==> src/hdl/ehvr_pkg.sv <==
// shared types and constants of the ethernet header parse and vlan retag unit
// byte offsets, opcodes, frame kinds, report and queue entry structs
// no dependencies
package ehvr_pkg;

	// per-frame opcodes, sampled on the first byte
	localparam logic [1:0] OP_PASS   = 2'd0;
	localparam logic [1:0] OP_INSERT = 2'd1;
	localparam logic [1:0] OP_STRIP  = 2'd2;

	// frame kind codes
	localparam logic [1:0] KIND_ETH2 = 2'd0;
	localparam logic [1:0] KIND_RAW  = 2'd1;
	localparam logic [1:0] KIND_SNAP = 2'd2;
	localparam logic [1:0] KIND_LLC  = 2'd3;

	localparam logic [15:0] TPID          = 16'h8100;
	localparam logic [7:0]  LEN_TYPE_MIN  = 8'h06;
	localparam logic [7:0]  RAW_MARK      = 8'hFF;
	localparam logic [7:0]  SNAP_MARK     = 8'hAA;
	localparam logic [7:0]  SNAP_CTRL     = 8'h03;
	localparam logic [3:0]  IHL_MASK      = 4'hF;

	// byte offsets in the input frame
	localparam logic [6:0] IDX_SRC_MAC    = 7'd6;
	localparam logic [6:0] IDX_TYPE       = 7'd12;
	localparam logic [6:0] IDX_TAG_END    = 7'd13;
	localparam logic [6:0] IDX_IHL        = 7'd14;
	localparam logic [6:0] IDX_STRIP_END  = 7'd17;
	localparam logic [6:0] IDX_PROTO      = 7'd23;
	localparam logic [6:0] IDX_SRC_IP     = 7'd26;
	localparam logic [6:0] IDX_DST_IP     = 7'd30;
	localparam logic [6:0] IDX_MAX        = 7'd127;

	// bytes that may precede the current byte in one queue entry
	localparam int HOLD_MAX = 5;
	localparam int CNT_W    = $clog2(HOLD_MAX + 1);

	localparam int QDEPTH = 4;
	localparam int QPTR_W = $clog2(QDEPTH);

	localparam int IN_TDATA_W   = 24;
	localparam int OUT_FIELDS_W = 236;
	localparam int OUT_TDATA_W  = 240;

	typedef struct packed {
		logic [47:0] dst_mac;
		logic [47:0] src_mac;
		logic [15:0] ethertype;
		logic [7:0]  b14;
		logic [7:0]  b15;
		logic [7:0]  b16;
		logic [7:0]  ip_protocol;
		logic [31:0] src_ip;
		logic [31:0] dst_ip;
		logic [31:0] l4_ports;
	} hdr_t;

	typedef struct packed {
		logic        tagged_res;
		logic [11:0] vlan_id;
		logic [1:0]  frame_kind;
		logic [15:0] ethertype;
		logic [47:0] dst_mac;
		logic [47:0] src_mac;
		logic [7:0]  ip_protocol;
		logic [31:0] src_ip;
		logic [31:0] dst_ip;
		logic [31:0] l4_ports;
	} rep_t;

	// one queue entry: pre_cnt prefix bytes, then data
	typedef struct packed {
		logic [HOLD_MAX-1:0][7:0] pre;
		logic [CNT_W-1:0]         pre_cnt;
		logic [7:0]               data;
		logic                     last;
		rep_t                     rep;
	} entry_t;

	typedef struct packed {
		logic   valid;
		entry_t entry;
	} push_t;

endpackage

==> src/hdl/ehvr_front.sv <==
// front end: accepts input words, captures header fields, decides insert or strip
// and pushes one queue entry per word that produces output
// depends on ehvr_pkg
module ehvr_front import ehvr_pkg::*; (
	input  logic                  clk,
	input  logic                  arst_n,
	input  logic                  s_tvalid,
	output logic                  s_tready,
	input  logic [IN_TDATA_W-1:0] s_tdata,   // in_byte[7:0], new_tag[23:8]
	input  logic [1:0]            s_tuser,   // opcode[1:0]
	input  logic                  s_tlast,
	input  logic                  q_full,
	output push_t                 push
);

	logic [6:0]               idx_q;
	logic [1:0]               act_q;
	logic [15:0]              tag_q;
	logic [HOLD_MAX-1:0][7:0] held_q;
	hdr_t                     hdr_q;

	logic        accept;
	logic        first;
	logic [7:0]  in_b;
	logic [15:0] in_tag;
	logic [1:0]  op_in;
	logic [1:0]  act;
	logic        in_strip_win;
	logic        hold_now;
	logic [3:0]  ihl;
	logic [6:0]  l4_base;
	hdr_t        hdr_n;
	rep_t        rep_n;
	entry_t      ent;

	assign s_tready = !q_full;
	assign accept   = s_tvalid && s_tready;
	assign first    = (idx_q == '0);
	assign in_b     = s_tdata[7:0];
	assign in_tag   = s_tdata[23:8];
	assign op_in    = (s_tuser == OP_INSERT || s_tuser == OP_STRIP) ? s_tuser : OP_PASS;
	assign act      = first ? op_in : act_q;

	assign in_strip_win = (idx_q >= IDX_TYPE) && (idx_q < IDX_STRIP_END);
	assign hold_now = !s_tlast && ((act == OP_INSERT && idx_q == IDX_TYPE) ||
		(act == OP_STRIP && in_strip_win));

	// header capture including the current byte
	always_comb begin
		hdr_n = first ? '0 : hdr_q;
		for (int i = 0; i < 6; i++) begin
			if (idx_q == 7'(i)) hdr_n.dst_mac[8*(5-i) +: 8] = in_b;
			if (idx_q == IDX_SRC_MAC + 7'(i)) hdr_n.src_mac[8*(5-i) +: 8] = in_b;
		end
		if (idx_q == IDX_TYPE) hdr_n.ethertype[15:8] = in_b;
		if (idx_q == IDX_TAG_END) hdr_n.ethertype[7:0] = in_b;
		if (idx_q == IDX_IHL) hdr_n.b14 = in_b;
		if (idx_q == IDX_IHL + 7'd1) hdr_n.b15 = in_b;
		if (idx_q == IDX_IHL + 7'd2) hdr_n.b16 = in_b;
		if (idx_q == IDX_PROTO) hdr_n.ip_protocol = in_b;
		for (int i = 0; i < 4; i++) begin
			if (idx_q == IDX_SRC_IP + 7'(i)) hdr_n.src_ip[8*(3-i) +: 8] = in_b;
			if (idx_q == IDX_DST_IP + 7'(i)) hdr_n.dst_ip[8*(3-i) +: 8] = in_b;
		end
		ihl     = hdr_n.b14[3:0] & IHL_MASK;
		l4_base = IDX_IHL + {1'b0, ihl, 2'b00};
		if (idx_q >= IDX_IHL) begin
			for (int i = 0; i < 4; i++) begin
				if (idx_q == l4_base + 7'(i)) hdr_n.l4_ports[8*(3-i) +: 8] = in_b;
			end
		end
	end

	// report fields for the last word of the frame
	always_comb begin
		rep_n.tagged_res  = (hdr_n.ethertype == TPID) && (idx_q >= IDX_STRIP_END);
		rep_n.vlan_id     = rep_n.tagged_res ? {hdr_n.b14[3:0] & IHL_MASK, hdr_n.b15} : '0;
		if (hdr_n.ethertype[15:8] >= LEN_TYPE_MIN)
			rep_n.frame_kind = KIND_ETH2;
		else if (hdr_n.b14 == RAW_MARK && hdr_n.b15 == RAW_MARK)
			rep_n.frame_kind = KIND_RAW;
		else if (hdr_n.b14 == SNAP_MARK && hdr_n.b15 == SNAP_MARK && hdr_n.b16 == SNAP_CTRL)
			rep_n.frame_kind = KIND_SNAP;
		else
			rep_n.frame_kind = KIND_LLC;
		rep_n.ethertype   = hdr_n.ethertype;
		rep_n.dst_mac     = hdr_n.dst_mac;
		rep_n.src_mac     = hdr_n.src_mac;
		rep_n.ip_protocol = hdr_n.ip_protocol;
		rep_n.src_ip      = hdr_n.src_ip;
		rep_n.dst_ip      = hdr_n.dst_ip;
		rep_n.l4_ports    = hdr_n.l4_ports;
	end

	always_comb begin
		ent.pre     = held_q;
		ent.pre_cnt = '0;
		ent.data    = in_b;
		ent.last    = s_tlast;
		ent.rep     = s_tlast ? rep_n : '0;
		if (act == OP_INSERT && idx_q == IDX_TAG_END) begin
			ent.pre[0]  = TPID[15:8];
			ent.pre[1]  = TPID[7:0];
			ent.pre[2]  = tag_q[15:8];
			ent.pre[3]  = tag_q[7:0];
			ent.pre[4]  = held_q[0];
			ent.pre_cnt = CNT_W'(HOLD_MAX);
		end else if (act == OP_STRIP && in_strip_win) begin
			// short frame: flush what was held
			ent.pre_cnt = CNT_W'(idx_q - IDX_TYPE);
		end else if (act == OP_STRIP && idx_q == IDX_STRIP_END) begin
			ent.pre[0]  = held_q[HOLD_MAX-1];
			ent.pre_cnt = CNT_W'(1);
		end
	end

	assign push.valid = accept && !hold_now;
	assign push.entry = ent;

	always_ff @(posedge clk or negedge arst_n) begin
		if (!arst_n) begin
			idx_q <= '0;
			act_q <= OP_PASS;
			tag_q <= '0;
			hdr_q <= '0;
		end else if (accept) begin
			if (s_tlast)
				idx_q <= '0;
			else if (idx_q != IDX_MAX)
				idx_q <= idx_q + 7'd1;
			act_q <= act;
			if (first) tag_q <= in_tag;
			hdr_q <= hdr_n;
		end
	end

	always_ff @(posedge clk) begin
		if (accept && !s_tlast) begin
			if (act == OP_INSERT && idx_q == IDX_TYPE) held_q[0] <= in_b;
			if (act == OP_STRIP) begin
				for (int i = 0; i < HOLD_MAX; i++) begin
					if (idx_q == IDX_TYPE + 7'(i)) held_q[i] <= in_b;
				end
			end
		end
	end

endmodule

==> src/hdl/ehvr_queue.sv <==
// short entry queue between front and back end
// depends on ehvr_pkg
module ehvr_queue import ehvr_pkg::*; (
	input  logic   clk,
	input  logic   arst_n,
	input  push_t  push,
	input  logic   pop,
	output logic   full,
	output logic   valid,
	output entry_t head
);

	entry_t            mem_q [QDEPTH];
	logic [QPTR_W-1:0] wr_q;
	logic [QPTR_W-1:0] rd_q;
	logic [QPTR_W:0]   cnt_q;

	assign full  = (cnt_q == (QPTR_W+1)'(QDEPTH));
	assign valid = (cnt_q != '0);
	assign head  = mem_q[rd_q];

	always_ff @(posedge clk or negedge arst_n) begin
		if (!arst_n) begin
			wr_q  <= '0;
			rd_q  <= '0;
			cnt_q <= '0;
		end else begin
			if (push.valid)
				wr_q <= (wr_q == QPTR_W'(QDEPTH - 1)) ? '0 : wr_q + QPTR_W'(1);
			if (pop)
				rd_q <= (rd_q == QPTR_W'(QDEPTH - 1)) ? '0 : rd_q + QPTR_W'(1);
			if (push.valid && !pop)
				cnt_q <= cnt_q + (QPTR_W+1)'(1);
			else if (!push.valid && pop)
				cnt_q <= cnt_q - (QPTR_W+1)'(1);
		end
	end

	always_ff @(posedge clk) begin
		if (push.valid) mem_q[wr_q] <= push.entry;
	end

endmodule

==> src/hdl/ehvr_back.sv <==
// back end: expands queue entries into output words, with output register
// depends on ehvr_pkg
module ehvr_back import ehvr_pkg::*; (
	input  logic                   clk,
	input  logic                   arst_n,
	input  logic                   q_valid,
	input  entry_t                 q_head,
	output logic                   q_pop,
	output logic                   m_tvalid,
	input  logic                   m_tready,
	// out_byte[7:0], vlan_id[19:8], ethertype[35:20], dst_mac[83:36],
	// src_mac[131:84], ip_protocol[139:132], src_ip[171:140], dst_ip[203:172],
	// l4_ports[235:204], zero[239:236]
	output logic [OUT_TDATA_W-1:0] m_tdata,
	output logic [2:0]             m_tuser,  // tagged_res[0], frame_kind[2:1]
	output logic                   m_tlast
);

	entry_t           cur_q;
	logic             cur_valid_q;
	logic [CNT_W-1:0] pos_q;
	logic             ovalid_q;
	logic             olast_q;
	logic [7:0]       obyte_q;
	rep_t             orep_q;

	logic out_free;
	logic cur_adv;
	logic at_end;
	logic cur_done;

	assign out_free = !ovalid_q || m_tready;
	assign cur_adv  = cur_valid_q && out_free;
	assign at_end   = (pos_q == cur_q.pre_cnt);
	assign cur_done = cur_adv && at_end;
	assign q_pop    = q_valid && (!cur_valid_q || cur_done);

	always_ff @(posedge clk or negedge arst_n) begin
		if (!arst_n) begin
			cur_valid_q <= 1'b0;
			pos_q       <= '0;
			ovalid_q    <= 1'b0;
			olast_q     <= 1'b0;
		end else begin
			if (q_pop) begin
				cur_valid_q <= 1'b1;
				pos_q       <= '0;
			end else if (cur_done) begin
				cur_valid_q <= 1'b0;
			end else if (cur_adv) begin
				pos_q <= pos_q + CNT_W'(1);
			end
			if (cur_adv) begin
				ovalid_q <= 1'b1;
				olast_q  <= at_end && cur_q.last;
			end else if (m_tready) begin
				ovalid_q <= 1'b0;
			end
		end
	end

	always_ff @(posedge clk) begin
		if (q_pop) cur_q <= q_head;
		if (cur_adv) begin
			obyte_q <= at_end ? cur_q.data : cur_q.pre[pos_q];
			orep_q  <= at_end ? cur_q.rep : '0;
		end
	end

	assign m_tvalid = ovalid_q;
	assign m_tlast  = olast_q;
	assign m_tuser  = {orep_q.frame_kind, orep_q.tagged_res};
	assign m_tdata  = {{(OUT_TDATA_W - OUT_FIELDS_W){1'b0}}, orep_q.l4_ports, orep_q.dst_ip,
		orep_q.src_ip, orep_q.ip_protocol, orep_q.src_mac, orep_q.dst_mac,
		orep_q.ethertype, orep_q.vlan_id, obyte_q};

endmodule

==> src/hdl/ethernet_header_parse_vlan_retag_unit.sv <==
// top level of the ethernet header parse and vlan retag unit
// depends on ehvr_pkg, ehvr_front, ehvr_queue, ehvr_back
//
// usage
//   slave side takes one frame byte per word; tuser carries the opcode (pass,
//   insert tag, strip bytes 12 to 15) and tdata[23:8] the tag control word,
//   both sampled on the first byte of a frame; tlast marks the frame end
//   master side gives one rewritten byte per word; the word with tlast also
//   carries the header report of the input frame, all report bits are zero
//   on other words
// byte path
//   queue, then the current entry register, then the output register
// throughput
//   one byte per cycle while m_tready is high, set by the single output
//   register of the back end; an insert turns byte 13 into six output words,
//   so the frame gains four output words; a four entry queue between front
//   and back lets the front keep accepting while those words drain
// reset
//   arst_n clears the byte position, the queue and the output valid flag; the
//   first byte after reset starts a new frame
// stall
//   while m_tready is low the output word holds, the queue fills and then
//   s_tready drops until the queue has room again
module ethernet_header_parse_vlan_retag_unit import ehvr_pkg::*; (
	input  logic                   clk,
	input  logic                   arst_n,
	input  logic                   s_tvalid,
	output logic                   s_tready,
	input  logic [IN_TDATA_W-1:0]  s_tdata,   // in_byte[7:0], new_tag[23:8]
	input  logic [1:0]             s_tuser,   // opcode[1:0]
	input  logic                   s_tlast,
	output logic                   m_tvalid,
	input  logic                   m_tready,
	// out_byte[7:0], vlan_id[19:8], ethertype[35:20], dst_mac[83:36],
	// src_mac[131:84], ip_protocol[139:132], src_ip[171:140], dst_ip[203:172],
	// l4_ports[235:204], zero[239:236]
	output logic [OUT_TDATA_W-1:0] m_tdata,
	output logic [2:0]             m_tuser,  // tagged_res[0], frame_kind[2:1]
	output logic                   m_tlast
);

	push_t  push;
	logic   q_full;
	logic   q_valid;
	logic   q_pop;
	entry_t q_head;

	// parse, capture and classify
	ehvr_front u_front (
		.clk      (clk),
		.arst_n   (arst_n),
		.s_tvalid (s_tvalid),
		.s_tready (s_tready),
		.s_tdata  (s_tdata),
		.s_tuser  (s_tuser),
		.s_tlast  (s_tlast),
		.q_full   (q_full),
		.push     (push)
	);

	// decouples the front from output stalls
	ehvr_queue u_queue (
		.clk    (clk),
		.arst_n (arst_n),
		.push   (push),
		.pop    (q_pop),
		.full   (q_full),
		.valid  (q_valid),
		.head   (q_head)
	);

	// expand entries into output words
	ehvr_back u_back (
		.clk      (clk),
		.arst_n   (arst_n),
		.q_valid  (q_valid),
		.q_head   (q_head),
		.q_pop    (q_pop),
		.m_tvalid (m_tvalid),
		.m_tready (m_tready),
		.m_tdata  (m_tdata),
		.m_tuser  (m_tuser),
		.m_tlast  (m_tlast)
	);

	// the front never pushes into a full queue
	a_no_push_when_full: assert property (@(posedge clk) disable iff (!arst_n)
		push.valid |-> !q_full)
		else $error("push into full queue");

	// the back never pops an empty queue
	a_pop_nonempty: assert property (@(posedge clk) disable iff (!arst_n)
		q_pop |-> q_valid)
		else $error("pop from empty queue");

	// report fields are zero except on the last word of a frame
	a_report_on_last: assert property (@(posedge clk) disable iff (!arst_n)
		(m_tvalid && !m_tlast) |-> (m_tuser == 3'b000 && m_tdata[235:8] == '0))
		else $error("report fields set on a word that is not last");

endmodule
==> config.mk <==
export PLATFORM = sky130hd
export DESIGN_NAME = ethernet_header_parse_vlan_retag_unit
export DESIGN_NICKNAME = d
export VERILOG_FILES = /design/src/hdl/ehvr_pkg.sv /design/src/hdl/ehvr_front.sv /design/src/hdl/ehvr_queue.sv /design/src/hdl/ehvr_back.sv /design/src/hdl/ethernet_header_parse_vlan_retag_unit.sv
export SDC_FILE = /design/constraint.sdc
export NUM_CORES = 2
export LEC_CHECK = 0
export ABC_CLOCK_PERIOD_IN_PS = 11150
export BUFFER_PORTS_ARGS = -buffer_cell sky130_fd_sc_hd__buf_4
export CAP_MARGIN = 5
export CORE_UTILIZATION = 55
export CTS_BUF_LIST = sky130_fd_sc_hd__clkbuf_8
export DETAILED_ROUTE_END_ITERATION = 10
export PLACE_DENSITY = 0.72
export SYNTH_ARGS = -nofsm -noshare
export SYNTH_HDL_FRONTEND = slang
export SYNTH_HIERARCHICAL = 1
export SYNTH_SLANG_ARGS = --single-unit
==> constraint.sdc <==
create_clock -name clk -period 11.15 [get_ports clk]
set_input_delay 0.5575 -clock clk [delete_from_list [all_inputs] [get_ports clk]]
set_output_delay 0.5575 -clock clk [all_outputs]
set_load 0.01 [all_outputs]
==> results.json <==
{
  "final_nets": 4623,
  "ys_seq_area_frac": 0.754,
  "std_cell_rows": 136,
  "slowest_delay_ns": 0.88,
  "clock_sinks": 1972,
  "ys.flop_type": "edfxtp_1",
  "ir_worst_vdd_mv": 0.179,
  "finalCritPeriodShare": 0.519,
  "cts_hold_buffers": 23,
  "first_pass_iters": 6,
  "crit_chain": "nor3_4, nand2_4, nand3b_1, o21a_1, nand2b_1, a21oi_1, nor2_1, and2_4, buf_4, buf_4",
  "grt_start_max_net_pins": 148,
  "hpwlAfterDp_um": 94700,
  "clock_skew_ns": 0.0654,
  "grt_setup_unrepaired": "no",
  "dieWidth_um": 375,
  "setup_violations": 0,
  "instances_no_fill": 6612,
  "crit_required_ns": 11.73,
  "synthCells": 4172,
  "drive_above_1_share": 0.199,
  "synth_edf_count": 1694,
  "drv_cap": 0,
  "cts_tree": "done",
  "critPathTopFamily": "simple AND/OR/NAND/NOR gates",
  "total_leakage_power_nw": 30.8,
  "vias_per_cell": 6.03,
  "hold_class": "in2reg",
  "grt_overflow_total": 0,
  "async_flop_share": 0.141,
  "post_cts_buffers": 0,
  "design.die.area_um2": 141000,
  "start_util": 0.556,
  "layout_min_cycle_time_ns": 5.79,
  "grtUsageTotal": 0.236,
  "wirelength_um": 166000,
  "critPathSlowestCell": "nor3_4",
  "path_clk_slew_ns": 0.06,
  "worstMarginPinSlew_ns": 1.10,
  "fmax_ghz": 0.173,
  "area_growth_pct": 12.4,
  "grt_pass1_vias": 40000,
  "io_buffers": 272,
  "cp_num_buf_inv": 2,
  "route.detailed.drc": 0,
  "synth.area.top_cells": "edfxtp_1 (66%), dfrtp_1 (9.1%), mux4_2 (4.8%), mux4_1 (4.4%), a22o_1 (2.3%)",
  "start_kind": "flip-flop",
  "setup_tns_ns": 0,
  "post_cts_resized": 0,
  "yosysWarnings": 6,
  "yosysUniqueCellTypes": 77,
  "via_count": 39800,
  "ys_ff_latch": 1972,
  "htree_levels": 5,
  "cp_common_cell": "buf_4",
  "arrival_ns": 6.37,
  "drt_iter0_drc": 3692,
  "synth_top_area_frac": 0.664,
  "place_inst": 6028,
  "gp_congestion": 0.827,
  "ios": 277,
  "core_area_um2": 138000,
  "clock_path_buffers": 4,
  "finalHoldViolations": 0,
  "antenna_found_initial": 7,
  "critPathKind": "reg2reg",
  "grt_pass1_wl_um": 249000,
  "numCtsBuffers": 321,
  "cts-root-buf": "clkbuf_8",
  "synth_top_area_cell": "edfxtp_1",
  "fillers": 9633,
  "ant_nets": 0,
  "netlist_area_um2": 76600,
  "powerDensity_nw_per_um2": 238,
  "insertion_delay_ns": 1.03,
  "cp_max_fo": 60,
  "outcome": "completed",
  "slew_viol_final": 0,
  "syn_area_per_cell_um2": 18.4,
  "die_y_um": 375,
  "end_kind": "flip-flop",
  "final.setup.worst_slack_ns": 5.36,
  "wl_per_cell_um": 25.0,
  "slew_headroom": 0.266,
  "pre_cts_ws_ns": 5.58
}
-- registers in the layout, indices dropped and copies added (netlist names), named ones only --
register	cells
u_queue/cnt_q	3
u_back/pos_q	3
u_queue/rd_q	2
u_front/tag_q	16
u_back/m_tvalid	1
u_front/hdr_q	240
u_back/m_tlast	1
u_front/held_q	32
u_front/idx_q	7
u_back/cur_q	283
u_back/m_tdata	228
u_back/cur_valid_q	1
u_queue/wr_q	2
u_back/obyte_q	8
u_front/act_q	2
u_queue/mem_q	1132
u_back/m_tuser	3
-- layer usage --
layer  track usage  routed length, µm  vias to the layer above  part of all wire
met5             0                  0                        -                 0
met4        0.0802               4330                        0             0.026
met3        0.0494              13300                      309             0.080
met2         0.365              79300                     1813              0.48
met1         0.339              68700                    20400              0.41
li1              -                  -                    17400                 -
-- area by class of cell --
class	instances	area, µm²	share of cell area
tap	1794	2240	0.0261
clock buffer	345	4750	0.0551
timing repair buffer	359	2840	0.0330
antenna	1	2.50	0.0000291
clock inverter	215	991	0.0115
multi-input combinational	1910	17400	0.202
sequential	1972	57800	0.672
inverter	16	60.1	0.000697
-- through the flow --
| stage | power (mW) | instance area, µm² | utilization | hold slack (ns) |
|---|---|---|---|---|
| global route | 21.4 | 86100 | 0.625 | 0.0362 |
| floorplan | 13.7 | 76700 | - | 0.262 |
| finish | 20.5 | 86100 | 0.625 | 0.0894 |
| detailed placement | 15.0 | 80100 | 0.581 | 0.470 |
| CTS | 20.7 | 86100 | 0.625 | 0.00675 |
| global placement | 15.0 | 80100 | 0.581 | 0.462 |
-- worst register-to-register path, cell delays in order (launching register included) --
cell	delay (ns)
dfrtp_1	0.70
nor3_4	0.89
nand2_4	0.66
nand3b_1	0.28
o21a_1	0.18
nand2b_1	0.18
a21oi_1	0.09
nor2_1	0.41
and2_4	0.25
buf_4	0.68
buf_4	0.98
-- final timing paths --
kind,from,to,slack (ns),depth (start not counted)
worst min-delay path,s_tdata[2],u_queue/mem_q[3][234]$_DFFE_PP_,0.09,1
worst max register to register,u_front/idx_q[5]$_DFFE_PN0P_,u_queue/mem_q[0][1]$_DFFE_PP_,5.36,10
worst min register to register,u_front/hdr_q[114]$_DFFE_PN0P_,u_front/hdr_q[114]$_DFFE_PN0P_,0.48,2
worst max-delay path,u_front/idx_q[5]$_DFFE_PN0P_,u_queue/mem_q[0][1]$_DFFE_PP_,5.36,10
max in group asynchronous,arst_n,u_front/hdr_q[77]$_DFFE_PN0P_,9.41,3
min in group asynchronous,arst_n,u_front/tag_q[11]$_DFFE_PN0P_,0.10,2
-- cells in the final DEF, fill, tap and decap left out, drive strengths merged, types with 73 or more instances in the layout --
master  instances
and2          265
clkbuf        345
edfxtp       1694
nand2         288
nand3         167
a22oi          73
nor2           95
dfrtp         278
mux4          291
a22o          201
clkinv         82
a21boi        120
buf           336
o21ai          76
inv           139
-- cell families (layout without fill, tap and decap cells) --
group,after synthesis,count (layout),synth area share
XOR/XNOR,12,12,0.00137
other,1,5,0.0000489
multiplexers,358,358,0.101
flip-flops,1972,1972,0.754
AO/OA/AOI/OAI,543,543,0.0547
buffers and inverters,293,935,0.0198
adder cells (fa/ha/maj),12,12,0.00206
AND/OR/NAND/NOR,981,981,0.0666
-- synth_stat cells (all sizes together) (73+ instances only) --
master and number:
mux4 291, o21ai 76, edfxtp 1694, nor2 95
dfrtp 278, clkbuf 173, a22o 201, nand2 288
buf 104, a22oi 73, nand3 167, a21boi 120
and2 265
-- power by group --
group	switching (mW)	internal [mW]	total, mW
Sequential	0.469	9.81	10.3
Combinational	2.79	1.77	4.56
Clock	2.72	2.93	5.65
Power figures use the tool's default switching activity.
